==> config.mk <==
export PLATFORM = sky130hd
export DESIGN_NAME = swd_host_transfer_engine_unit_flat
export DESIGN_NICKNAME = d
export VERILOG_FILES = /design/src/hw/rtl/swd_hte_pkg.sv /design/src/hw/rtl/swd_hte_if.sv /design/src/hw/rtl/swd_host_transfer_engine_unit.sv /design/src/hw/rtl/swd_hte_front.sv /design/src/hw/rtl/swd_hte_back.sv /design/src/flat_wrapper.sv
export SDC_FILE = /design/constraint.sdc
export NUM_CORES = 1
export LEC_CHECK = 0
export BUFFER_PORTS_ARGS = -buffer_cell sky130_fd_sc_hd__buf_4
export CORE_MARGIN = 10
export CORE_UTILIZATION = 37
export CTS_CLUSTER_DIAMETER = 100
export DETAILED_ROUTE_END_ITERATION = 7
export GPL_TIMING_DRIVEN = 0
export MAX_ROUTING_LAYER = met4
export PLACE_DENSITY = 0.65
export SYNTH_ARGS = -nofsm -noshare
export SYNTH_HDL_FRONTEND = slang
export SYNTH_SLANG_ARGS = --single-unit
==> constraint.sdc <==
create_clock -name clock -period 8.7 [get_ports clock]
set_input_delay 1.74 -clock clock [delete_from_list [all_inputs] [get_ports clock]]
set_output_delay 1.74 -clock clock [all_outputs]
set_load 0.01 [all_outputs]
==> src/hw/rtl/swd_hte_pkg.sv <==
// shared types and constants of the serial-wire-debug host transfer engine
package swd_hte_pkg;

   // transfer attempts before a read parity failure is reported
   localparam int RETRY_LIMIT = 8;
   localparam int ATTEMPT_W   = $clog2(RETRY_LIMIT + 1);

   // depth of the queue between front and back
   localparam int QUEUE_DEPTH = 2;
   localparam int QPTR_W      = (QUEUE_DEPTH > 1) ? $clog2(QUEUE_DEPTH) : 1;
   localparam int QCNT_W      = $clog2(QUEUE_DEPTH + 1);

   // item function codes
   localparam logic FUNC_START = 1'b0;
   localparam logic FUNC_TICK  = 1'b1;

   // register indexes on the csr port
   localparam logic REG_TURNAROUND = 1'b0;
   localparam logic REG_FULL_DATA  = 1'b1;
   localparam int   CSR_ADDR_W     = 3;

   // ack and response codes
   localparam logic [2:0] ACK_OK           = 3'd1;
   localparam logic [3:0] RESP_OK          = 4'h1;
   localparam logic [3:0] RESP_PARITY_FAIL = 4'h9;

   // turnaround limits
   localparam logic [2:0] TURN_MIN = 3'd1;
   localparam logic [2:0] TURN_MAX = 3'd4;

   typedef struct packed {
      logic        is_tick;
      logic [3:0]  request;
      logic [31:0] write_data;
      logic [7:0]  trail_clocks;
      logic        line_in;
   } req_item_type;

   typedef struct packed {
      logic        clock_pulse;
      logic        line_out;
      logic        line_drive;
      logic        busy_res;
      logic        done_res;
      logic [3:0]  response;
      logic [31:0] read_data;
   } rsp_item_type;

   typedef struct packed {
      logic [2:0] turnaround;
      logic       full_data;
   } cfg_type;

   // front to back queue status
   typedef struct packed {
      logic         valid;
      req_item_type item;
   } queue_head_type;

endpackage

==> src/hw/rtl/swd_hte_if.sv <==
// channel interfaces of the serial-wire-debug host transfer engine

interface swd_hte_req_if;
   logic        valid;
   logic        ready;
   logic        func;
   logic [3:0]  request;
   logic [31:0] write_data;
   logic [7:0]  trail_clocks;
   logic        line_in;

   modport source (output valid, func, request, write_data, trail_clocks, line_in,
                   input ready);
   modport sink   (input valid, func, request, write_data, trail_clocks, line_in,
                   output ready);
endinterface

interface swd_hte_rsp_if;
   logic        valid;
   logic        ready;
   logic        clock_pulse;
   logic        line_out;
   logic        line_drive;
   logic        busy_res;
   logic        done_res;
   logic [3:0]  response;
   logic [31:0] read_data;

   modport source (output valid, clock_pulse, line_out, line_drive, busy_res, done_res,
                   response, read_data, input ready);
   modport sink   (input valid, clock_pulse, line_out, line_drive, busy_res, done_res,
                   response, read_data, output ready);
endinterface

==> src/hw/rtl/swd_host_transfer_engine_unit.sv <==
// top level of the serial-wire-debug host transfer engine
//
// usage
// - req_chan carries one beat per clock period of the debug wire: a start beat
//   latches request, write word and trailing idle count while idle, a tick beat
//   issues one wire clock during a transfer and may drive or sample one bit
// - rsp_chan returns exactly one result beat per request beat, in order:
//   clock pulse, line level and drive enable, busy, done, response, read word
// - turnaround clocks and full data phase are set over the apb-style csr port
//   while the engine is idle; both are latched when a transfer starts
// - a beat accepted on req_chan is written into the queue, moves into the
//   result register when popped and shows on rsp_chan from there; throughput
//   is one beat per cycle unless rsp_chan stalls, set by the back sequencer
// - a two-entry queue sits between the accepting front and the sequencer, and a
//   result register sits after it, so a stalled rsp_chan first fills the result
//   register, then the queue, and only then drops req_chan.ready
// - reset (synchronous, active high) empties the queue and result register,
//   returns the sequencer to idle, clears the last read word and restores the
//   csr defaults (one turnaround clock, no dummy data phase)
module swd_host_transfer_engine_unit (
   input  logic                                clock,
   input  logic                                reset,
   swd_hte_req_if.sink                         req_chan,
   swd_hte_rsp_if.source                       rsp_chan,
   input  logic                                psel,
   input  logic                                penable,
   input  logic                                pwrite,
   input  logic [swd_hte_pkg::CSR_ADDR_W-1:0]  paddr,
   input  logic [31:0]                         pwdata,
   output logic [31:0]                         prdata,
   output logic                                pready
);

   // csr registers
   logic [2:0]                  turn_ff, turn_in;
   logic                        full_ff, full_in;
   logic                        csr_write;
   logic                        csr_sel;
   swd_hte_pkg::cfg_type        cfg;

   // front to back
   swd_hte_pkg::queue_head_type head;
   logic                        pop;

   // apb access completes in the access phase, no wait states
   assign pready    = 1'b1;
   assign csr_write = psel && penable && pwrite && pready;
   // word select, byte lanes ignored
   assign csr_sel   = paddr[2];

   always_comb begin
      turn_in = turn_ff;
      full_in = full_ff;
      if (csr_write) begin
         unique case (csr_sel)
            swd_hte_pkg::REG_TURNAROUND: turn_in = pwdata[2:0];
            swd_hte_pkg::REG_FULL_DATA:  full_in = pwdata[0];
            default: ;
         endcase
      end
   end

   always_ff @(posedge clock) begin
      if (reset) begin
         turn_ff <= swd_hte_pkg::TURN_MIN;
         full_ff <= 1'b0;
      end else begin
         turn_ff <= turn_in;
         full_ff <= full_in;
      end
   end

   always_comb begin
      unique case (csr_sel)
         swd_hte_pkg::REG_TURNAROUND: prdata = {29'd0, turn_ff};
         swd_hte_pkg::REG_FULL_DATA:  prdata = {31'd0, full_ff};
         default:                     prdata = '0;
      endcase
   end

   assign cfg.turnaround = turn_ff;
   assign cfg.full_data  = full_ff;

   // accept and queue
   swd_hte_front u_front (
      .clock    (clock),
      .reset    (reset),
      .req_chan (req_chan),
      .head     (head),
      .pop      (pop)
   );

   // sequencer and result register
   swd_hte_back u_back (
      .clock    (clock),
      .reset    (reset),
      .cfg      (cfg),
      .head     (head),
      .pop      (pop),
      .rsp_chan (rsp_chan)
   );

   // a done beat always closes the transfer
   a_done_not_busy: assert property (@(posedge clock) disable iff (reset)
      rsp_chan.valid && rsp_chan.done_res |-> !rsp_chan.busy_res)
      else $error("done beat still reports busy");

   // response code only on the completing beat
   a_resp_only_done: assert property (@(posedge clock) disable iff (reset)
      rsp_chan.valid && !rsp_chan.done_res |-> rsp_chan.response == 4'd0)
      else $error("response code outside a done beat");

   // the line is only driven in a clocked period
   a_drive_clocked: assert property (@(posedge clock) disable iff (reset)
      rsp_chan.valid && rsp_chan.line_drive |-> rsp_chan.clock_pulse)
      else $error("line driven without a clock pulse");

   // a beat moves from the queue only when the result register can take it
   a_pop_room: assert property (@(posedge clock) disable iff (reset)
      pop |-> head.valid && (!rsp_chan.valid || rsp_chan.ready))
      else $error("queue popped with no room for the result");

endmodule

==> src/hw/rtl/swd_hte_front.sv <==
// front part: accepts beats, classifies them and queues them for the sequencer
module swd_hte_front (
   input  logic                        clock,
   input  logic                        reset,
   swd_hte_req_if.sink                 req_chan,
   output swd_hte_pkg::queue_head_type head,
   input  logic                        pop
);

   swd_hte_pkg::req_item_type            mem_ff [swd_hte_pkg::QUEUE_DEPTH];
   logic [swd_hte_pkg::QPTR_W-1:0]       wr_ptr_ff, wr_ptr_in;
   logic [swd_hte_pkg::QPTR_W-1:0]       rd_ptr_ff, rd_ptr_in;
   logic [swd_hte_pkg::QCNT_W-1:0]       count_ff, count_in;
   logic                                 push;
   logic                                 do_pop;
   swd_hte_pkg::req_item_type            new_item;

   localparam logic [swd_hte_pkg::QPTR_W-1:0] LAST_PTR =
      swd_hte_pkg::QPTR_W'(swd_hte_pkg::QUEUE_DEPTH - 1);
   localparam logic [swd_hte_pkg::QCNT_W-1:0] FULL_COUNT =
      swd_hte_pkg::QCNT_W'(swd_hte_pkg::QUEUE_DEPTH);

   assign req_chan.ready = (count_ff != FULL_COUNT);
   assign push           = req_chan.valid && req_chan.ready;
   assign do_pop         = pop && (count_ff != '0);

   always_comb begin
      new_item.is_tick      = (req_chan.func == swd_hte_pkg::FUNC_TICK);
      new_item.request      = req_chan.request;
      new_item.write_data   = req_chan.write_data;
      new_item.trail_clocks = req_chan.trail_clocks;
      new_item.line_in      = req_chan.line_in;
   end

   always_comb begin
      wr_ptr_in = wr_ptr_ff;
      rd_ptr_in = rd_ptr_ff;
      count_in  = count_ff;
      if (push) begin
         wr_ptr_in = (wr_ptr_ff == LAST_PTR) ? '0 : wr_ptr_ff + 1'b1;
      end
      if (do_pop) begin
         rd_ptr_in = (rd_ptr_ff == LAST_PTR) ? '0 : rd_ptr_ff + 1'b1;
      end
      if (push && !do_pop) begin
         count_in = count_ff + 1'b1;
      end else if (!push && do_pop) begin
         count_in = count_ff - 1'b1;
      end
   end

   always_ff @(posedge clock) begin
      if (reset) begin
         wr_ptr_ff <= '0;
         rd_ptr_ff <= '0;
         count_ff  <= '0;
      end else begin
         wr_ptr_ff <= wr_ptr_in;
         rd_ptr_ff <= rd_ptr_in;
         count_ff  <= count_in;
      end
   end

   always_ff @(posedge clock) begin
      if (push) begin
         mem_ff[wr_ptr_ff] <= new_item;
      end
   end

   assign head.valid = (count_ff != '0);
   assign head.item  = mem_ff[rd_ptr_ff];

endmodule

==> src/hw/rtl/swd_hte_back.sv <==
// back part: sequencer, result register; one beat per cycle unless stalled
module swd_hte_back (
   input  logic                        clock,
   input  logic                        reset,
   input  swd_hte_pkg::cfg_type        cfg,
   input  swd_hte_pkg::queue_head_type head,
   output logic                        pop,
   swd_hte_rsp_if.source               rsp_chan
);

   localparam logic [3:0] PH_IDLE  = 4'd0;
   localparam logic [3:0] PH_HDR   = 4'd1;
   localparam logic [3:0] PH_TURN1 = 4'd2;
   localparam logic [3:0] PH_ACK   = 4'd3;
   localparam logic [3:0] PH_RDATA = 4'd4;
   localparam logic [3:0] PH_RPAR  = 4'd5;
   localparam logic [3:0] PH_TURN2 = 4'd6;
   localparam logic [3:0] PH_WDATA = 4'd7;
   localparam logic [3:0] PH_WPAR  = 4'd8;
   localparam logic [3:0] PH_TAIL  = 4'd9;

   localparam logic [5:0] HDR_BITS  = 6'd8;
   localparam logic [5:0] ACK_BITS  = 6'd3;
   localparam logic [5:0] WORD_BITS = 6'd32;

   localparam logic [swd_hte_pkg::ATTEMPT_W-1:0] ATTEMPT_LIMIT =
      swd_hte_pkg::ATTEMPT_W'(swd_hte_pkg::RETRY_LIMIT);

   logic [3:0]                          phase_ff, phase_in;
   logic [5:0]                          bit_count_ff, bit_count_in;
   logic [31:0]                         shift_ff, shift_in;
   logic [3:0]                          req_ff, req_in;
   logic [31:0]                         wword_ff, wword_in;
   logic [7:0]                          idle_ff, idle_in;
   logic [swd_hte_pkg::ATTEMPT_W-1:0]   attempt_ff, attempt_in;
   logic [2:0]                          ack_ff, ack_in;
   logic                                busy_ff, busy_in;
   logic [2:0]                          turn_ff, turn_in;
   logic                                full_ff, full_in;
   logic                                txpar_ff, txpar_in;
   logic                                perr_ff, perr_in;
   logic [31:0]                         last_read_ff, last_read_in;

   logic                                out_valid_ff, out_valid_in;
   swd_hte_pkg::rsp_item_type           out_ff, res;

   logic                                can_take;
   logic                                is_read;
   logic                                ok;
   logic [5:0]                          bit_inc;
   logic [5:0]                          turn_ext;
   logic                                do_load;
   logic                                do_finish;
   logic [3:0]                          finish_code;
   logic [2:0]                          ack_new;
   logic [31:0]                         wsel;
   logic [7:0]                          idle_dec;
   logic [swd_hte_pkg::ATTEMPT_W-1:0]   attempt_inc;
   logic                                din;

   // start, request, parity, stop, park
   function automatic logic [31:0] header_word(input logic [3:0] r);
      header_word = {24'd0, 1'b1, 1'b0, ^r, r, 1'b1};
   endfunction

   assign can_take = !out_valid_ff || rsp_chan.ready;
   assign pop      = head.valid && can_take;

   assign is_read     = req_ff[1];
   assign ok          = (ack_ff == swd_hte_pkg::ACK_OK);
   assign bit_inc     = bit_count_ff + 6'd1;
   assign turn_ext    = {3'd0, turn_ff};
   assign din         = head.item.line_in;
   assign ack_new     = ack_ff | 3'(4'(din) << bit_count_ff[1:0]);
   assign wsel        = ok ? wword_ff : 32'd0;
   assign idle_dec    = (idle_ff != 8'd0) ? idle_ff - 8'd1 : idle_ff;
   assign attempt_inc = attempt_ff + 1'b1;

   always_comb begin
      phase_in     = phase_ff;
      bit_count_in = bit_count_ff;
      shift_in     = shift_ff;
      req_in       = req_ff;
      wword_in     = wword_ff;
      idle_in      = idle_ff;
      attempt_in   = attempt_ff;
      ack_in       = ack_ff;
      busy_in      = busy_ff;
      turn_in      = turn_ff;
      full_in      = full_ff;
      txpar_in     = txpar_ff;
      perr_in      = perr_ff;
      last_read_in = last_read_ff;
      do_load      = 1'b0;
      do_finish    = 1'b0;
      finish_code  = '0;
      res          = '0;

      if (pop) begin
         if (!head.item.is_tick) begin
            // start beat, dropped while a transfer runs
            if (!busy_ff) begin
               req_in     = head.item.request;
               wword_in   = head.item.write_data;
               idle_in    = head.item.trail_clocks;
               full_in    = cfg.full_data;
               attempt_in = '0;
               busy_in    = 1'b1;
               if (cfg.turnaround < swd_hte_pkg::TURN_MIN) begin
                  turn_in = swd_hte_pkg::TURN_MIN;
               end else if (cfg.turnaround > swd_hte_pkg::TURN_MAX) begin
                  turn_in = swd_hte_pkg::TURN_MAX;
               end else begin
                  turn_in = cfg.turnaround;
               end
               do_load = 1'b1;
            end
         end else if (busy_ff) begin
            res.clock_pulse = 1'b1;
            unique case (phase_ff)
               PH_HDR: begin
                  res.line_drive = 1'b1;
                  res.line_out   = shift_ff[0];
                  shift_in       = {1'b0, shift_ff[31:1]};
                  if (bit_inc >= HDR_BITS) begin
                     bit_count_in = '0;
                     phase_in     = PH_TURN1;
                  end else begin
                     bit_count_in = bit_inc;
                  end
               end
               PH_TURN1: begin
                  if (bit_inc >= turn_ext) begin
                     bit_count_in = '0;
                     phase_in     = PH_ACK;
                  end else begin
                     bit_count_in = bit_inc;
                  end
               end
               PH_ACK: begin
                  ack_in = ack_new;
                  if (bit_inc >= ACK_BITS) begin
                     bit_count_in = '0;
                     if (is_read && (ack_new == swd_hte_pkg::ACK_OK || full_ff)) begin
                        shift_in = '0;
                        phase_in = PH_RDATA;
                     end else begin
                        phase_in = PH_TURN2;
                     end
                  end else begin
                     bit_count_in = bit_inc;
                  end
               end
               PH_RDATA: begin
                  shift_in = {din, shift_ff[31:1]};
                  if (bit_inc >= WORD_BITS) begin
                     bit_count_in = '0;
                     if (ok) begin
                        last_read_in = {din, shift_ff[31:1]};
                     end
                     phase_in = PH_RPAR;
                  end else begin
                     bit_count_in = bit_inc;
                  end
               end
               PH_RPAR: begin
                  perr_in      = (^shift_ff) != din;
                  bit_count_in = '0;
                  phase_in     = PH_TURN2;
               end
               PH_TURN2: begin
                  if (bit_inc < turn_ext) begin
                     bit_count_in = bit_inc;
                  end else begin
                     bit_count_in = '0;
                     if (is_read) begin
                        if (!ok) begin
                           do_finish   = 1'b1;
                           finish_code = {1'b0, ack_ff};
                        end else if (perr_ff) begin
                           attempt_in = attempt_inc;
                           if (attempt_inc >= ATTEMPT_LIMIT) begin
                              do_finish   = 1'b1;
                              finish_code = swd_hte_pkg::RESP_PARITY_FAIL;
                           end else begin
                              do_load = 1'b1;
                           end
                        end else if (idle_ff != 8'd0) begin
                           phase_in = PH_TAIL;
                        end else begin
                           do_finish   = 1'b1;
                           finish_code = swd_hte_pkg::RESP_OK;
                        end
                     end else if (ok || full_ff) begin
                        shift_in = wsel;
                        txpar_in = ^wsel;
                        phase_in = PH_WDATA;
                     end else begin
                        do_finish   = 1'b1;
                        finish_code = {1'b0, ack_ff};
                     end
                  end
               end
               PH_WDATA: begin
                  res.line_drive = 1'b1;
                  res.line_out   = shift_ff[0];
                  shift_in       = {1'b0, shift_ff[31:1]};
                  if (bit_inc >= WORD_BITS) begin
                     bit_count_in = '0;
                     phase_in     = PH_WPAR;
                  end else begin
                     bit_count_in = bit_inc;
                  end
               end
               PH_WPAR: begin
                  res.line_drive = 1'b1;
                  res.line_out   = txpar_ff;
                  bit_count_in   = '0;
                  if (ok && idle_ff != 8'd0) begin
                     phase_in = PH_TAIL;
                  end else if (ok) begin
                     do_finish   = 1'b1;
                     finish_code = swd_hte_pkg::RESP_OK;
                  end else begin
                     do_finish   = 1'b1;
                     finish_code = {1'b0, ack_ff};
                  end
               end
               PH_TAIL: begin
                  res.line_drive = 1'b1;
                  idle_in        = idle_dec;
                  if (idle_dec == 8'd0) begin
                     do_finish   = 1'b1;
                     finish_code = swd_hte_pkg::RESP_OK;
                  end
               end
               default: begin
                  do_finish   = 1'b1;
                  finish_code = {1'b0, ack_ff};
               end
            endcase
         end

         if (do_load) begin
            shift_in     = header_word(req_in);
            bit_count_in = '0;
            ack_in       = '0;
            perr_in      = 1'b0;
            phase_in     = PH_HDR;
         end
         if (do_finish) begin
            phase_in     = PH_IDLE;
            busy_in      = 1'b0;
            bit_count_in = '0;
            res.done_res = 1'b1;
            res.response = finish_code;
         end
         res.busy_res  = busy_in;
         res.read_data = last_read_in;
      end
   end

   always_comb begin
      if (pop) begin
         out_valid_in = 1'b1;
      end else if (rsp_chan.ready) begin
         out_valid_in = 1'b0;
      end else begin
         out_valid_in = out_valid_ff;
      end
   end

   always_ff @(posedge clock) begin
      if (reset) begin
         phase_ff     <= PH_IDLE;
         bit_count_ff <= '0;
         shift_ff     <= '0;
         req_ff       <= '0;
         wword_ff     <= '0;
         idle_ff      <= '0;
         attempt_ff   <= '0;
         ack_ff       <= '0;
         busy_ff      <= 1'b0;
         turn_ff      <= swd_hte_pkg::TURN_MIN;
         full_ff      <= 1'b0;
         txpar_ff     <= 1'b0;
         perr_ff      <= 1'b0;
         last_read_ff <= '0;
         out_valid_ff <= 1'b0;
      end else begin
         phase_ff     <= phase_in;
         bit_count_ff <= bit_count_in;
         shift_ff     <= shift_in;
         req_ff       <= req_in;
         wword_ff     <= wword_in;
         idle_ff      <= idle_in;
         attempt_ff   <= attempt_in;
         ack_ff       <= ack_in;
         busy_ff      <= busy_in;
         turn_ff      <= turn_in;
         full_ff      <= full_in;
         txpar_ff     <= txpar_in;
         perr_ff      <= perr_in;
         last_read_ff <= last_read_in;
         out_valid_ff <= out_valid_in;
      end
   end

   always_ff @(posedge clock) begin
      if (pop) begin
         out_ff <= res;
      end
   end

   assign rsp_chan.valid       = out_valid_ff;
   assign rsp_chan.clock_pulse = out_ff.clock_pulse;
   assign rsp_chan.line_out    = out_ff.line_out;
   assign rsp_chan.line_drive  = out_ff.line_drive;
   assign rsp_chan.busy_res    = out_ff.busy_res;
   assign rsp_chan.done_res    = out_ff.done_res;
   assign rsp_chan.response    = out_ff.response;
   assign rsp_chan.read_data   = out_ff.read_data;

endmodule
==> src/flat_wrapper.sv <==
// flat-port wrapper written by rule: the top's interface ports become plain ports
module swd_host_transfer_engine_unit_flat 
  (clock, reset, psel, penable, pwrite, paddr, pwdata, prdata, pready, req_chan_valid, req_chan_func, req_chan_request, req_chan_write_data, req_chan_trail_clocks, req_chan_line_in, req_chan_ready, rsp_chan_valid, rsp_chan_clock_pulse, rsp_chan_line_out, rsp_chan_line_drive, rsp_chan_busy_res, rsp_chan_done_res, rsp_chan_response, rsp_chan_read_data, rsp_chan_ready);
  swd_hte_req_if req_chan_i ();
  swd_hte_rsp_if rsp_chan_i ();
  input  logic clock;
  input  logic reset;
  input  logic psel;
  input  logic penable;
  input  logic pwrite;
  input  logic [swd_hte_pkg::CSR_ADDR_W-1:0] paddr;
  input  logic [31:0] pwdata;
  output logic [31:0] prdata;
  output logic pready;
  input wire logic [$bits(req_chan_i.valid)-1:0] req_chan_valid;
  input wire logic [$bits(req_chan_i.func)-1:0] req_chan_func;
  input wire logic [$bits(req_chan_i.request)-1:0] req_chan_request;
  input wire logic [$bits(req_chan_i.write_data)-1:0] req_chan_write_data;
  input wire logic [$bits(req_chan_i.trail_clocks)-1:0] req_chan_trail_clocks;
  input wire logic [$bits(req_chan_i.line_in)-1:0] req_chan_line_in;
  output wire logic [$bits(req_chan_i.ready)-1:0] req_chan_ready;
  output wire logic [$bits(rsp_chan_i.valid)-1:0] rsp_chan_valid;
  output wire logic [$bits(rsp_chan_i.clock_pulse)-1:0] rsp_chan_clock_pulse;
  output wire logic [$bits(rsp_chan_i.line_out)-1:0] rsp_chan_line_out;
  output wire logic [$bits(rsp_chan_i.line_drive)-1:0] rsp_chan_line_drive;
  output wire logic [$bits(rsp_chan_i.busy_res)-1:0] rsp_chan_busy_res;
  output wire logic [$bits(rsp_chan_i.done_res)-1:0] rsp_chan_done_res;
  output wire logic [$bits(rsp_chan_i.response)-1:0] rsp_chan_response;
  output wire logic [$bits(rsp_chan_i.read_data)-1:0] rsp_chan_read_data;
  input wire logic [$bits(rsp_chan_i.ready)-1:0] rsp_chan_ready;
  assign req_chan_i.valid = req_chan_valid;
  assign req_chan_i.func = req_chan_func;
  assign req_chan_i.request = req_chan_request;
  assign req_chan_i.write_data = req_chan_write_data;
  assign req_chan_i.trail_clocks = req_chan_trail_clocks;
  assign req_chan_i.line_in = req_chan_line_in;
  assign req_chan_ready = req_chan_i.ready;
  assign rsp_chan_valid = rsp_chan_i.valid;
  assign rsp_chan_clock_pulse = rsp_chan_i.clock_pulse;
  assign rsp_chan_line_out = rsp_chan_i.line_out;
  assign rsp_chan_line_drive = rsp_chan_i.line_drive;
  assign rsp_chan_busy_res = rsp_chan_i.busy_res;
  assign rsp_chan_done_res = rsp_chan_i.done_res;
  assign rsp_chan_response = rsp_chan_i.response;
  assign rsp_chan_read_data = rsp_chan_i.read_data;
  assign rsp_chan_i.ready = rsp_chan_ready;
  swd_host_transfer_engine_unit u_core (.clock(clock), .reset(reset), .req_chan(req_chan_i), .rsp_chan(rsp_chan_i), .psel(psel), .penable(penable), .pwrite(pwrite), .paddr(paddr), .pwdata(pwdata), .prdata(prdata), .pready(pready));
endmodule
==> summary.md, run 1 <==
| Metric | Value |
|---|---|
| Status | `complete, no violations` |
| Minimum clock period | `between 4 and 5 ns` |
| Largest net degree at the start of global routing | `43` |
| Area delta synth->final | `18.77%` |
| Die height | `205.0 um` |
| Non-filler cells, final | `between 1500 and 2000` |
| Yosys cell types | `a little over 80` |
| Global-route wire length before repair | `between 50000 and 60000 um` |
| Length in cells of the worst reg-to-reg path | `12` |
| Setup crit end kind | `primary output` |
| Crit Path Category | `in -> out` |
| Async set-reset flop share out of synthesis | `0%` |
| Final Wtd Congestion | `0.9318` |
| Reg2reg start | `u_core.u_back.bit_count_ff[1]` |
| Post-layout util | `about 45%` |
| Critical Path Stages | `3` |
| Iteration-0 DRC Markers | `761` |
| Final setup vio count | `0` |
| Clk slew on worst S/H paths | `0.06 ns` |
| Worst min path class | `reg -> reg` |
| Post-synth EDFFs | `approximately 130` |
| Total clock sinks | `approximately 280` |
| Post-cts sizing count | `0` |
| Mapped Area | `12670 um2` |
| Placed cell count | `around 1800` |
| Cells after Synth | `roughly 1200` |
| Critical-path cell list | `buf_4 > mux2_2 > buf_4` |
| Count of input and output buffers | `101` |
| Crit share post-route | `a little under half` |
| WHS | `0.4536 ns` |
| All-Layer GR Usage | `15.69%` |
| DRT antenna net count | `0` |
| MaxCap Viol Count | `0` |
| CP Capture Point | `prdata[0]` |
| HPWL after DPL | `about 25000 um` |
| Leakage | `0.005310 uW` |
| Final hold vios | `0` |
| Grt peak-use layer | `met2` |
| Critical Path AT | `~2.3 ns` |
| Overall power | `approximately 4700 uW` |
| I/O Pins | `approximately 160` |
| Total Nets Final | `around 1400` |
| Die area | `42030 um2` |
| CP max stage delay | `0.33 ns` |
| Gate power share | `37.9%` |
| FMAX | `~250 MHz` |
| Final TNS setup | `0 ns` |
| Post-Route Skew | `~0.017 ns` |
| Hold Buf Count CTS | `0` |
| FF+latch count, synth | `~280` |
| Share of layout cells above drive strength 1 | `between 15 and 20%` |
| CTS root buf | `clkbuf_16` |
| Met2 GRT Util | `23.49%` |
| Critical Path Start Type | `input pin` |
| M3 GR Usage | `2.701%` |
| Maximum VDD drop | `around 0.21 mV` |
| Clock buffer depth | `3` |
| P_int | `between 2000 and 3000 uW` |
| Routed length per instance | `roughly 18 um` |
| Switching part of the total | `37.19%` |
| Clock power frac | `24.3%` |
| Bufs and invs on worst path | `2` |
| DRC | `0` |
| Actual slew at the worst max-slew pin | `roughly 1 ns` |
| Grt ovf | `0` |
| Die extent in x | `slightly above 200 um` |
| 1st-pass router iterations | `6` |
| Ys Warns | `0` |
| CP required | `approximately 7 ns` |
| Via density | `~5.2` |
| Post-CTS setup buffer count | `0` |
| Slew HR | `33.30%` |
| Initial antenna violation count | `0` |
| GR Util met1 | `21.30%` |
| Worst path top cell family by delay | `multiplexers` |
| Routed vias | `roughly 9500` |
| Reg-to-Reg End | `u_core.u_back.shift_ff[23]` |
| # diodes | `0` |
| Register share of total power | `37.8%` |
| Row count | `67` |
| Power density over the cells | `between 300 and 400 nW/um2` |
| Sw power | `~1800 uW` |
| Crit path from | `paddr[2]` |
| Clock latency on the worst-skew pair | `between 0.5 and 0.6 ns` |
| Crit path top cell by count | `buf_4` |
| RSZ-0062 raised after global routing | `no` |
| Register-to-register setup slack | `5.10 ns` |
| Register area share after synthesis | `a little over half` |
| DRT Wirelength | `33050 um` |
| CTS Buf Count | `29` |
| Syn Area/Cell | `around 11 um2` |
| Max-slew violation count | `0` |
| CP max-delay cell | `mux2_2` |
| Core area | `around 34000 um2` |
| Starting density of the core | `a little under two fifths` |
| CTS tree | `built` |
| Top FF cell, synth | `dfxtp_1` |
| CTS H-Tree Depth | `1` |
| Crit-path max FO | `5` |
| Vias in the first global route | `~9200` |
[routing by layer]
metal  wire (um)  vias to the layer above
met5           0                        -
met4         728                        0
met3        2337                       43
met2       14610                      303
met1       15370                     4497
li1            -                     4617
[stage by stage]
step	setup WS [ns]	instance area, um2
after floorplan	4.387	12770
after global placement	2.921	14090
after detailed placement	4.346	14160
after CTS	4.643	15040
after global routing	4.629	15040
final	4.647	15040
[layout make-up]
class | count | area [um2]
timing repair buffer | 104 | 818.3
inverter | 22 | 82.58
clock buffer | 35 | 748.2
sequential | 275 | 6837
clock inverter | 19 | 135.1
buffer | 108 | 555.5
tap | 448 | 560.5
fill | 3143 | 18570
multi-input combinational | 807 | 5306
[worst reg2reg max path: cells and delay by family (launching register included)]
kind / cells / cell delay, ns
AOI/OAI and AO/OA: 5 / 1.05
adders and majority gates: 2 / 0.64
and+or+nand+nor: 1 / 0.21
xor gates and xnor gates: 1 / 0.28
buffers and inverters: 3 / 0.85
DFF: 1 / 0.50
[kinds of logic (layout without fill, tap and decap cells)]
group	after synthesis	in the layout	share of synthesized area, %
AND/OR/NAND/NOR	317	317	12.53
AO/OA/AOI/OAI	284	284	14.64
flip-flops	275	275	53.98
buffers and inverters	130	288	5.028
multiplexers	88	88	7.310
XOR/XNOR	79	79	5.571
adder cells (fa/ha/maj)	9	9	0.8891
other	2	30	0.05929
[registers in the layout (all words and copies together), names as in the netlist, 6 cells and up, named ones only]
name / cells
u_core.u_back.bit_count_ff: 6
u_core.u_back.rsp_chan.read_data: 32
u_core.u_back.shift_ff: 32
u_core.u_back.wword_ff: 32
u_core.u_back.idle_ff: 8
u_core.u_back.last_read_ff: 32
u_core.u_front.mem_ff: 92
[cells in the final DEF (no fill, tap or decap), types with 29 or more instances in the layout]
| master | instances |
|---|---|
| a211oi_1 | 41 |
| a21oi_1 | 95 |
| a22oi_1 | 33 |
| buf_4 | 131 |
| clkbuf_1 | 60 |
| clkbuf_16 | 29 |
| conb_1 | 30 |
| dfxtp_1 | 142 |
| edfxtp_1 | 133 |
| mux2_2 | 32 |
| mux2i_1 | 55 |
| nand2_1 | 103 |
| nor2_1 | 89 |
| o21ai_0 | 38 |
| xnor2_1 | 61 |
[synthesized netlist by cell type (16+ instances only)]
| library cell | count | area share [%] |
|---|---|---|
| nand2_1 | 103 | 3.1 |
| a211oi_1 | 41 | 2.4 |
| nor2_1 | 90 | 2.7 |
| xnor2_1 | 61 | 4.2 |
| buf_4 | 30 | 1.8 |
| a21oi_1 | 95 | 3.8 |
| nand3_1 | 16 | 0.63 |
| xor2_1 | 17 | 1.2 |
| o21ai_0 | 38 | 1.5 |
| edfxtp_1 | 133 | 32 |
| dfxtp_1 | 142 | 22 |
| inv_1 | 21 | 0.62 |
| mux2i_1 | 55 | 4.3 |
| clkbuf_1 | 54 | 1.6 |
| mux2_2 | 32 | 2.8 |
| a22oi_1 | 33 | 2.0 |
| or4_1 | 27 | 1.6 |
[power by group through the flow]
stage / Clock (uW) / Combinational, uW / Sequential (uW)
after floorplan: 0 / 1210 / 1810
after global placement: 0 / 1760 / 1820
after detailed placement: 0 / 1800 / 1810
after CTS: 1180 / 1800 / 1790
after global routing: 1230 / 1970 / 1810
final: 1150 / 1790 / 1790
[worst min path at each step]
| stage | to | startpoint | cells past startpoint |
|---|---|---|---|
| floorplan | u_core.u_back.turn_ff[1] | u_core.u_back.turn_ff[1] | 2 |
| global placement | u_core.u_back.last_read_ff[14] | u_core.u_back.last_read_ff[14] | 2 |
| detailed placement | u_core.u_back.last_read_ff[13] | u_core.u_back.last_read_ff[13] | 2 |
| CTS | u_core.u_back.last_read_ff[13] | u_core.u_back.last_read_ff[13] | 2 |
| global route | u_core.u_back.last_read_ff[7] | u_core.u_back.last_read_ff[7] | 2 |
| finish | u_core.u_back.last_read_ff[14] | u_core.u_back.last_read_ff[14] | 2 |
No activity file was read; power rests on OpenSTA's default activity.
==> inputs of run 2 (changes only) <==
--- a/config.mk
+++ b/config.mk
@@ -12,7 +12,7 @@
 export DETAILED_ROUTE_END_ITERATION = 7
 export GPL_TIMING_DRIVEN = 0
 export MAX_ROUTING_LAYER = met4
-export PLACE_DENSITY = 0.65
+export PLACE_DENSITY = 0.67
 export SYNTH_ARGS = -nofsm -noshare
 export SYNTH_HDL_FRONTEND = slang
 export SYNTH_SLANG_ARGS = --single-unit
==> constraint.sdc (replaced) <==
create_clock -name clock -period 3.7 [get_ports clock]
set_input_delay 0.74 -clock clock [delete_from_list [all_inputs] [get_ports clock]]
set_output_delay 0.74 -clock clock [all_outputs]
set_load 0.01 [all_outputs]
==> run 2 against run 1 <==
- clock skew rose by 0.0062 ns
- first-iteration DRC count rose by 4.2%
- count of clock-buffer cells in the layout increased by 1
- combinational power up 140%
- clock power rose to 2.7 times the previous value
- sequential power increased by 130%
- hold slack got worse by 0.10 ns
- critical path type is now reg -> reg
==> summary.md, run 2 (same netlist as run 1, synthesis figures left out) <==
| Metric | Value |
|---|---|
| Starting density of the core | `37.68% (unchanged)` |
| Worst path top cell family by delay | `simple AND/OR/NAND/NOR gates` |
| Core area | `33620 um2 (unchanged)` |
| Worst hold start | `req_chan_write_data[16]` |
| CTS Buf Count | `29 (unchanged)` |
| # diodes | `0 (unchanged)` |
| Total Nets Final | `1444 (unchanged)` |
| Slew HR | `19.35% (-14 points)` |
| Hold EP | `u_core.u_front.mem_ff[1][25]` |
| Total clock sinks | `275 (unchanged)` |
| Die height | `205.0 um (unchanged)` |
| Finished Cell Area | `15200 um2 (+1.0%)` |
| Register share of total power | `36.4% (-1.4 points)` |
| Switching part of the total | `36.28% (-0.91 points)` |
| Number of flip-flops in the largest register | `92 (unchanged)` |
| Minimum clock period | `around 3.4 ns` |
| Worst min path class | `in -> reg` |
| Reg-to-Reg End | `u_core.u_back.shift_ff[11]` |
| Setup crit end kind | `register` |
| Reg2reg start | `u_core.u_back.bit_count_ff[1]` |
| Routed vias | `9496 (+0.38%)` |
| Die area | `42030 um2 (unchanged)` |
| Clock buffer depth | `3 (unchanged)` |
| Clock power frac | `26.7% (+2.4 points)` |
| Crit-path max FO | `10 (+5)` |
| Status | `complete, no violations` |
| Row count | `67 (unchanged)` |
| FMAX | `approximately 300 MHz` |
| Crit Path Category | `reg -> reg` |
| Placed cell area | `14170 um2 (+0.11%)` |
| Fill cells | `3143 (unchanged)` |
| Via density | `5.223 (+0.38%)` |
| All-Layer GR Usage | `15.75% (+0.052 points)` |
| Leakage | `0.005366 uW (+1.1%)` |
| Non-filler cells, final | `1818 (unchanged)` |
| Clk slew on worst S/H paths | `0.06 ns (about the same)` |
| HPWL after DPL | `24780 um (about the same)` |
| Register-to-register setup slack | `0.28 ns (-4.82 ns)` |
| Setup ws final | `0.2845 ns (-4.363 ns)` |
| Final setup vio count | `0 (unchanged)` |
| DRT Wirelength | `33420 um (+1.1%)` |
| Crit share post-route | `between 90% and 100%` |
| P_int | `7348 uW (+150%)` |
| WHS | `0.3522 ns (-0.1015 ns)` |
| Post-Route Skew | `0.02296 ns (+0.006178 ns)` |
| Vias in the first global route | `9103 (-0.69%)` |
| Clock latency on the worst-skew pair | `0.57 ns (about the same)` |
| Critical Path AT | `3.91 ns (+1.60 ns)` |
| Grt ovf | `0 (unchanged)` |
| Largest net degree at the start of global routing | `43 (unchanged)` |
| Final hold vios | `0 (unchanged)` |
| CTS tree | `built` |
| Most flops, register | `u_core.u_front.mem_ff` |
| Placed cell count | `1764 (unchanged)` |
| CP max-delay cell | `dfxtp_1` |
| CTS root buf | `clkbuf_16` |
| Most frequent cells in the layout | `142 x dfxtp_1, 133 x edfxtp_1, 131 x buf_4` |
| DRT antenna net count | `0 (unchanged)` |
| Power density over the cells | `758.7 nW/um2 (+140%)` |
| Overall power | `11530 uW (+140%)` |
| CP max stage delay | `0.51 ns (+0.18 ns)` |
| CTS H-Tree Depth | `1 (unchanged)` |
| Actual slew at the worst max-slew pin | `1.176 ns (+0.2034 ns)` |
| Routed length per instance | `18.38 um (+1.1%)` |
| Length in cells of the worst reg-to-reg path | `11 (-1)` |
| Critical Path Start Type | `register` |
| RSZ-0062 raised after global routing | `no` |
| Post-placement setup slack | `0.1948 ns (-4.151 ns)` |
| Share of layout cells above drive strength 1 | `18.69% (+0.36 points)` |
| 1st-pass router iterations | `5 (-1)` |
| Die extent in x | `205.0 um (unchanged)` |
| Sw power | `4184 uW (+140%)` |
| Initial antenna violation count | `0 (unchanged)` |
| Gate power share | `36.9% (-1.0 points)` |
| Area delta synth->final | `20.00%` |
| DRC | `0 (unchanged)` |
| Critical Path Stages | `11 (+8)` |
| Commonest non-fill, non-tap cell in the layout | `dfxtp_1` |
| MaxCap Viol Count | `0 (unchanged)` |
| Max-slew violation count | `0 (unchanged)` |
| Hold path depth | `1 (-1)` |
| CP required | `4.19 ns (-2.77 ns)` |
| Critical-path cell list | `ha_1 > xor2_1 > ha_1 > a21oi_1 > o21a_1 > clkbuf_2 > a21boi_4 > or3_4 > clkbuf_1 > or4_1 > a21oi_1` |
| Bufs and invs on worst path | `2 (unchanged)` |
| Final Wtd Congestion | `0.9534 (+2.3%)` |
| I/O Pins | `164 (unchanged)` |
| Maximum VDD drop | `0.4424 mV (+110%)` |
| Iteration-0 DRC Markers | `793 (+4.2%)` |
| Global-route wire length before repair | `51630 um (-0.12%)` |
| Count of input and output buffers | `101 (unchanged)` |
| Post-CTS setup buffer count | `0 (unchanged)` |
## run 2: cell count changes in the layout (fill, tap and decap cells not counted), moves of 2 or more
cell,change
buf_12,-2
inv_6,-2
buf_16,+2
clkinvlp_4,+3
bufinv_16,+5
clkinv_1,-4
clkinv_2,-3
## run 2: worst max path at each step
stage	startpoint	to	slack, ns
5_1_grt	u_core.u_back.bit_count_ff[1]	u_core.u_back.shift_ff[13]	0.02
6_report	u_core.u_back.bit_count_ff[1]	u_core.u_back.shift_ff[11]	0.28
3_5_place_dp	u_core.u_back.bit_count_ff[1]	u_core.u_back.shift_ff[25]	0.19
2_1_floorplan	rsp_chan_ready	u_core.u_back.rsp_chan.busy_res	0.39
3_3_place_gp	rsp_chan_ready	u_core.u_back.rsp_chan.busy_res	-1.05
4_1_cts	u_core.u_back.bit_count_ff[1]	u_core.u_back.shift_ff[25]	0.20
## run 2: power groups by stage
| stage | sequential (uW) | combinational [uW] | clock [uW] |
|---|---|---|---|
| 3_5_place_dp | 4260 | 4250 | 0 |
| 2_1_floorplan | 4250 | 2840 | 0 |
| 3_3_place_gp | 4270 | 4130 | 0 |
| 5_1_grt | 4250 | 4680 | 3260 |
| 4_1_cts | 4190 | 4270 | 3140 |
| 6_report | 4200 | 4260 | 3080 |
## run 2: what timing repair did
item	4_1_cts	5_1_grt
hold buffers	0	0
resized for setup	0	4
endpoints found under the setup margin	0	21
## run 2: per-stage QoR
stage | TNS [ns] | util [%]
2_1_floorplan | 0 | -
3_3_place_gp | -83.13 | 41.91
3_5_place_dp | 0 | 42.17
4_1_cts | 0 | 45.18
5_1_grt | 0 | 45.22
6_report | 0 | 45.22
## run 2: layer usage
layer	wire length (um)	vias to the layer above	GRT usage, %
met2	14790	263	23.40
met3	2142	54	3.001
met1	15770	4554	21.44
li1	-	4625	-
met5	0	-	-
met4	716	0	4.516
## run 2: worst register-to-register path, cell delays in order, from the launching register on
cell	delay (ns)
dfxtp_1	0.51
ha_1	0.34
xor2_1	0.25
ha_1	0.30
a21oi_1	0.13
o21a_1	0.13
clkbuf_2	0.24
a21boi_4	0.15
or3_4	0.44
clkbuf_1	0.22
or4_1	0.51
a21oi_1	0.14
## run 2: final cells by class
type | instances | area (um2) | area share, %
plain buffers | 108 | 556.8 | 3.663
clock buffers | 36 | 752.0 | 4.947
clock inverters | 18 | 260.3 | 1.712
inverters | 22 | 82.58 | 0.5433
multi-input cells | 807 | 5318 | 34.99
flip-flops and latches | 275 | 6837 | 44.98
well taps | 448 | 560.5 | 3.688
repair buffers | 104 | 833.3 | 5.482
==> inputs of run 3 (changes only) <==
--- a/config.mk
+++ b/config.mk
@@ -15,4 +15,5 @@
 export PLACE_DENSITY = 0.67
 export SYNTH_ARGS = -nofsm -noshare
 export SYNTH_HDL_FRONTEND = slang
+export SYNTH_HIERARCHICAL = 1
 export SYNTH_SLANG_ARGS = --single-unit
==> run 3 against run 2 <==
- clock power down 4%
- clock skew down 0.0061 ns
- highest routed layer unchanged
- cell count down 2.3%
- total power down 6.3%
- first-iteration DRC count down 29%
- combinational power down 12%
- critical path type unchanged
- sequential power down 3%
- core utilization down 0.13 points
==> summary.md, run 3 <==
| Metric | Value |
|---|---|
| Ranking of synthesized cells by area | `edfxtp_1 32%, dfxtp_1 22%, mux2_2 7.0%` |
| Status | `complete, no violations` |
| Crit share post-route | `93.19% (+0.87 points)` |
| CTS Buf Count | `27 (-6.9%)` |
| Critical-path cell list | `buf_2 > buf_4 > mux2_2 > nand2_1 > inv_1 > o21ai_1 > nor2_1 > a32oi_4 > buf_6 > buf_6 > nand3b_1 > o31ai_1` |
| CTS H-Tree Depth | `1 (unchanged)` |
| Vias in the first global route | `8842 (-2.9%)` |
| Yosys top cell area share | `31.56% (about the same)` |
| I/O Pins | `164 (unchanged)` |
| Fill cells | `3154 (+0.35%)` |
| Initial antenna violation count | `0 (unchanged)` |
| Placed cell area | `14140 um2 (-0.27%)` |
| Routed vias | `8910 (-6.2%)` |
| Non-filler cells, final | `1776 (-2.3%)` |
| Starting density of the core | `37.65% (about the same)` |
| MaxCap Viol Count | `0 (unchanged)` |
| RSZ-0062 raised after global routing | `no` |
| Worst path top cell family by delay | `buffers and inverters` |
| CP max-delay cell | `o21ai_1` |
| Slew HR | `42.63% (+23 points)` |
| Final hold vios | `0 (unchanged)` |
| Total clock sinks | `275 (unchanged)` |
| Die extent in x | `204.9 um (about the same)` |
| Yosys cell types | `71 (-13%)` |
| Grt ovf | `0 (unchanged)` |
| CTS root buf | `clkbuf_16` |
| Setup ws final | `0.2521 ns (-0.03237 ns)` |
| Final Wtd Congestion | `0.9233 (-3.2%)` |
| Sw power | `3652 uW (-13%)` |
| Routed length per instance | `17.34 um (-5.7%)` |
| Hold Buf Count CTS | `0 (unchanged)` |
| CP max stage delay | `0.44 ns (-0.07 ns)` |
| Die height | `204.9 um (about the same)` |
| Most common cell in the synthesized netlist | `dfxtp_1` |
| Bufs and invs on worst path | `5 (+3)` |
| 1st-pass router iterations | `5 (unchanged)` |
| Syn Area/Cell | `11.06 um2 (+3.4%)` |
| Max-slew violation count | `0 (unchanged)` |
| Clock power frac | `27.3% (+0.6 points)` |
| Area leader, netlist | `edfxtp_1` |
| FMAX | `290.0 MHz (-0.94%)` |
| Top FF cell, synth | `dfxtp_1` |
| Via density | `5.017 (-4.0%)` |
| Post-placement setup slack | `-0.7362 ns (-0.9310 ns)` |
| Register area share after synthesis | `54.02% (about the same)` |
| Setup crit end kind | `register` |
| Switching part of the total | `33.81% (-2.5 points)` |
| Share of layout cells above drive strength 1 | `22.59% (+3.9 points)` |
| Post-layout util | `45.09% (-0.13 points)` |
| Register share of total power | `37.7% (+1.3 points)` |
| Iteration-0 DRC Markers | `561 (-29%)` |
| CP required | `4.17 ns (-0.02 ns)` |
| Mapped Area | `12660 um2 (about the same)` |
| Post-synth EDFFs | `133 (unchanged)` |
| HPWL after DPL | `22760 um (-8.1%)` |
| Maximum VDD drop | `0.3917 mV (-11%)` |
| Finished Cell Area | `15160 um2 (-0.28%)` |
| Largest net degree at the start of global routing | `52 (+21%)` |
| Crit path top cell by count | `buf_6` |
| CTS tree | `built` |
| # diodes | `0 (unchanged)` |
| Power density over the cells | `712.6 nW/um2 (-6.1%)` |
| Critical Path Start Type | `register` |
| Total Nets Final | `1404 (-2.8%)` |
| Most frequent cells in the layout | `141 x buf_4, 141 x dfxtp_1, 133 x edfxtp_1` |
| All-Layer GR Usage | `14.75% (-1.0 points)` |
| Async set-reset flop share out of synthesis | `0% (unchanged)` |
| Final setup vio count | `0 (unchanged)` |
| Critical Path AT | `3.92 ns (about the same)` |
| Number of flip-flops in the largest register | `92 (unchanged)` |
| Clock latency on the worst-skew pair | `0.55 ns (-0.02 ns)` |
| DRC | `0 (unchanged)` |
| Core area | `33620 um2 (unchanged)` |
| Count of input and output buffers | `102 (+0.99%)` |
| Global-route wire length before repair | `48990 um (-5.1%)` |
| Placed cell count | `1724 (-2.3%)` |
| DRT antenna net count | `0 (unchanged)` |
| Leakage | `0.005537 uW (+3.2%)` |
| Most frequent cells after synthesis | `142 x dfxtp_1, 133 x edfxtp_1, 120 x nand2_1` |
| Clk slew on worst S/H paths | `0.07 ns (about the same)` |
| Clock buffer depth | `3 (unchanged)` |
| WHS | `0.3671 ns (+0.01493 ns)` |
| FF+latch count, synth | `275 (unchanged)` |
| Worst min path class | `in -> reg` |
| Row count | `67 (unchanged)` |
| Cells after Synth | `1144 (-3.4%)` |
| Ys Warns | `6 (+6)` |
| Die area | `42000 um2 (about the same)` |
| Crit-path max FO | `10 (unchanged)` |
| P_int | `7149 uW (-2.7%)` |
| Area delta synth->final | `19.76%` |
| Crit Path Category | `reg -> reg` |
| DRT Wirelength | `30800 um (-7.8%)` |
| Gate power share | `34.9% (-2.0 points)` |
| Post-Route Skew | `0.01689 ns (-0.006069 ns)` |
| Most flops, register | `u_core/u_front/mem_ff` |
| Minimum clock period | `3.448 ns (+0.03237 ns)` |
| Actual slew at the worst max-slew pin | `0.8527 ns (-0.3233 ns)` |
[run 3: final timing paths]
kind	from	end	slack, ns	depth (start not counted)
hold / removal	req_chan_write_data[5]	u_core/u_front/mem_ff[1][14]	0.37	1
setup / recovery	register	u_core/u_back/shift_ff[30]	0.25	12
hold reg to reg	u_core/u_back/turn_ff[2]	u_core/u_back/turn_ff[2]	0.48	2
setup reg to reg	register	u_core/u_back/shift_ff[30]	0.25	12
[run 3: per-stage QoR]
step                TNS (ns)  power (uW)
floorplan                  0        6653
global placement      -2.007        7858
detailed placement    -2.224        7899
CTS                        0       10880
global route               0       11420
finish                     0       10800
[run 3: cell families after synthesis]
kind of cell	share of synthesized area (%)
AO/OA/AOI/OAI	10.64
other	0.05934
buffers and inverters	4.785
AND/OR/NAND/NOR	13.09
adder cells (fa/ha/maj)	0.8898
XOR/XNOR	5.853
multiplexers	10.67
flip-flops	54.02
[run 3: per-layer routing]
metal / share of wire (%) / global-route usage (%) / wire (um)
met1: 49 / 20.55 / 14970
met2: 45 / 22.28 / 13860
met3: 4.9 / 1.911 / 1516
met4: 1.5 / 3.597 / 454
met5: 0 / - / 0
[run 3: layout make-up]
class                      instances  area, um2  share of cell area (%)
clock inverter                    14      190.2                   1.255
inverter                          18      67.56                  0.4458
sequential                       275       6838                   45.11
tap                              448      560.5                   3.698
multi-input combinational        781       5350                   35.30
clock buffer                      36      785.8                   5.184
timing repair buffer             106      820.8                   5.415
buffer                            98      544.3                   3.591
[run 3: power by group through the flow]
| stage | sequential, uW | combinational [uW] | clock [uW] |
|---|---|---|---|
| floorplan | 4160 | 2490 | 0 |
| global placement | 4150 | 3710 | 0 |
| detailed placement | 4150 | 3750 | 0 |
| CTS | 4080 | 3770 | 3030 |
| global route | 4140 | 4120 | 3160 |
| finish | 4080 | 3770 | 2950 |
[run 3: repair_timing]
action / in CTS / in global routing
setup endpoints to repair: 10 / 43
setup buffers: 0 / 2
hold endpoints to repair: 0 / 0
gates resized for setup: 4 / 11
pin swaps: 0 / 1
[run 3: worst register-to-register path, delay by kind of cell (launching register included)]
| family | cells | cell delay (ns) |
|---|---|---|
| buffers and inverters | 5 | 1.15 |
| flip-flops | 1 | 0.30 |
| multiplexers | 1 | 0.43 |
| AO/OA/AOI/OAI | 3 | 0.93 |
| AND/OR/NAND/NOR | 3 | 0.58 |
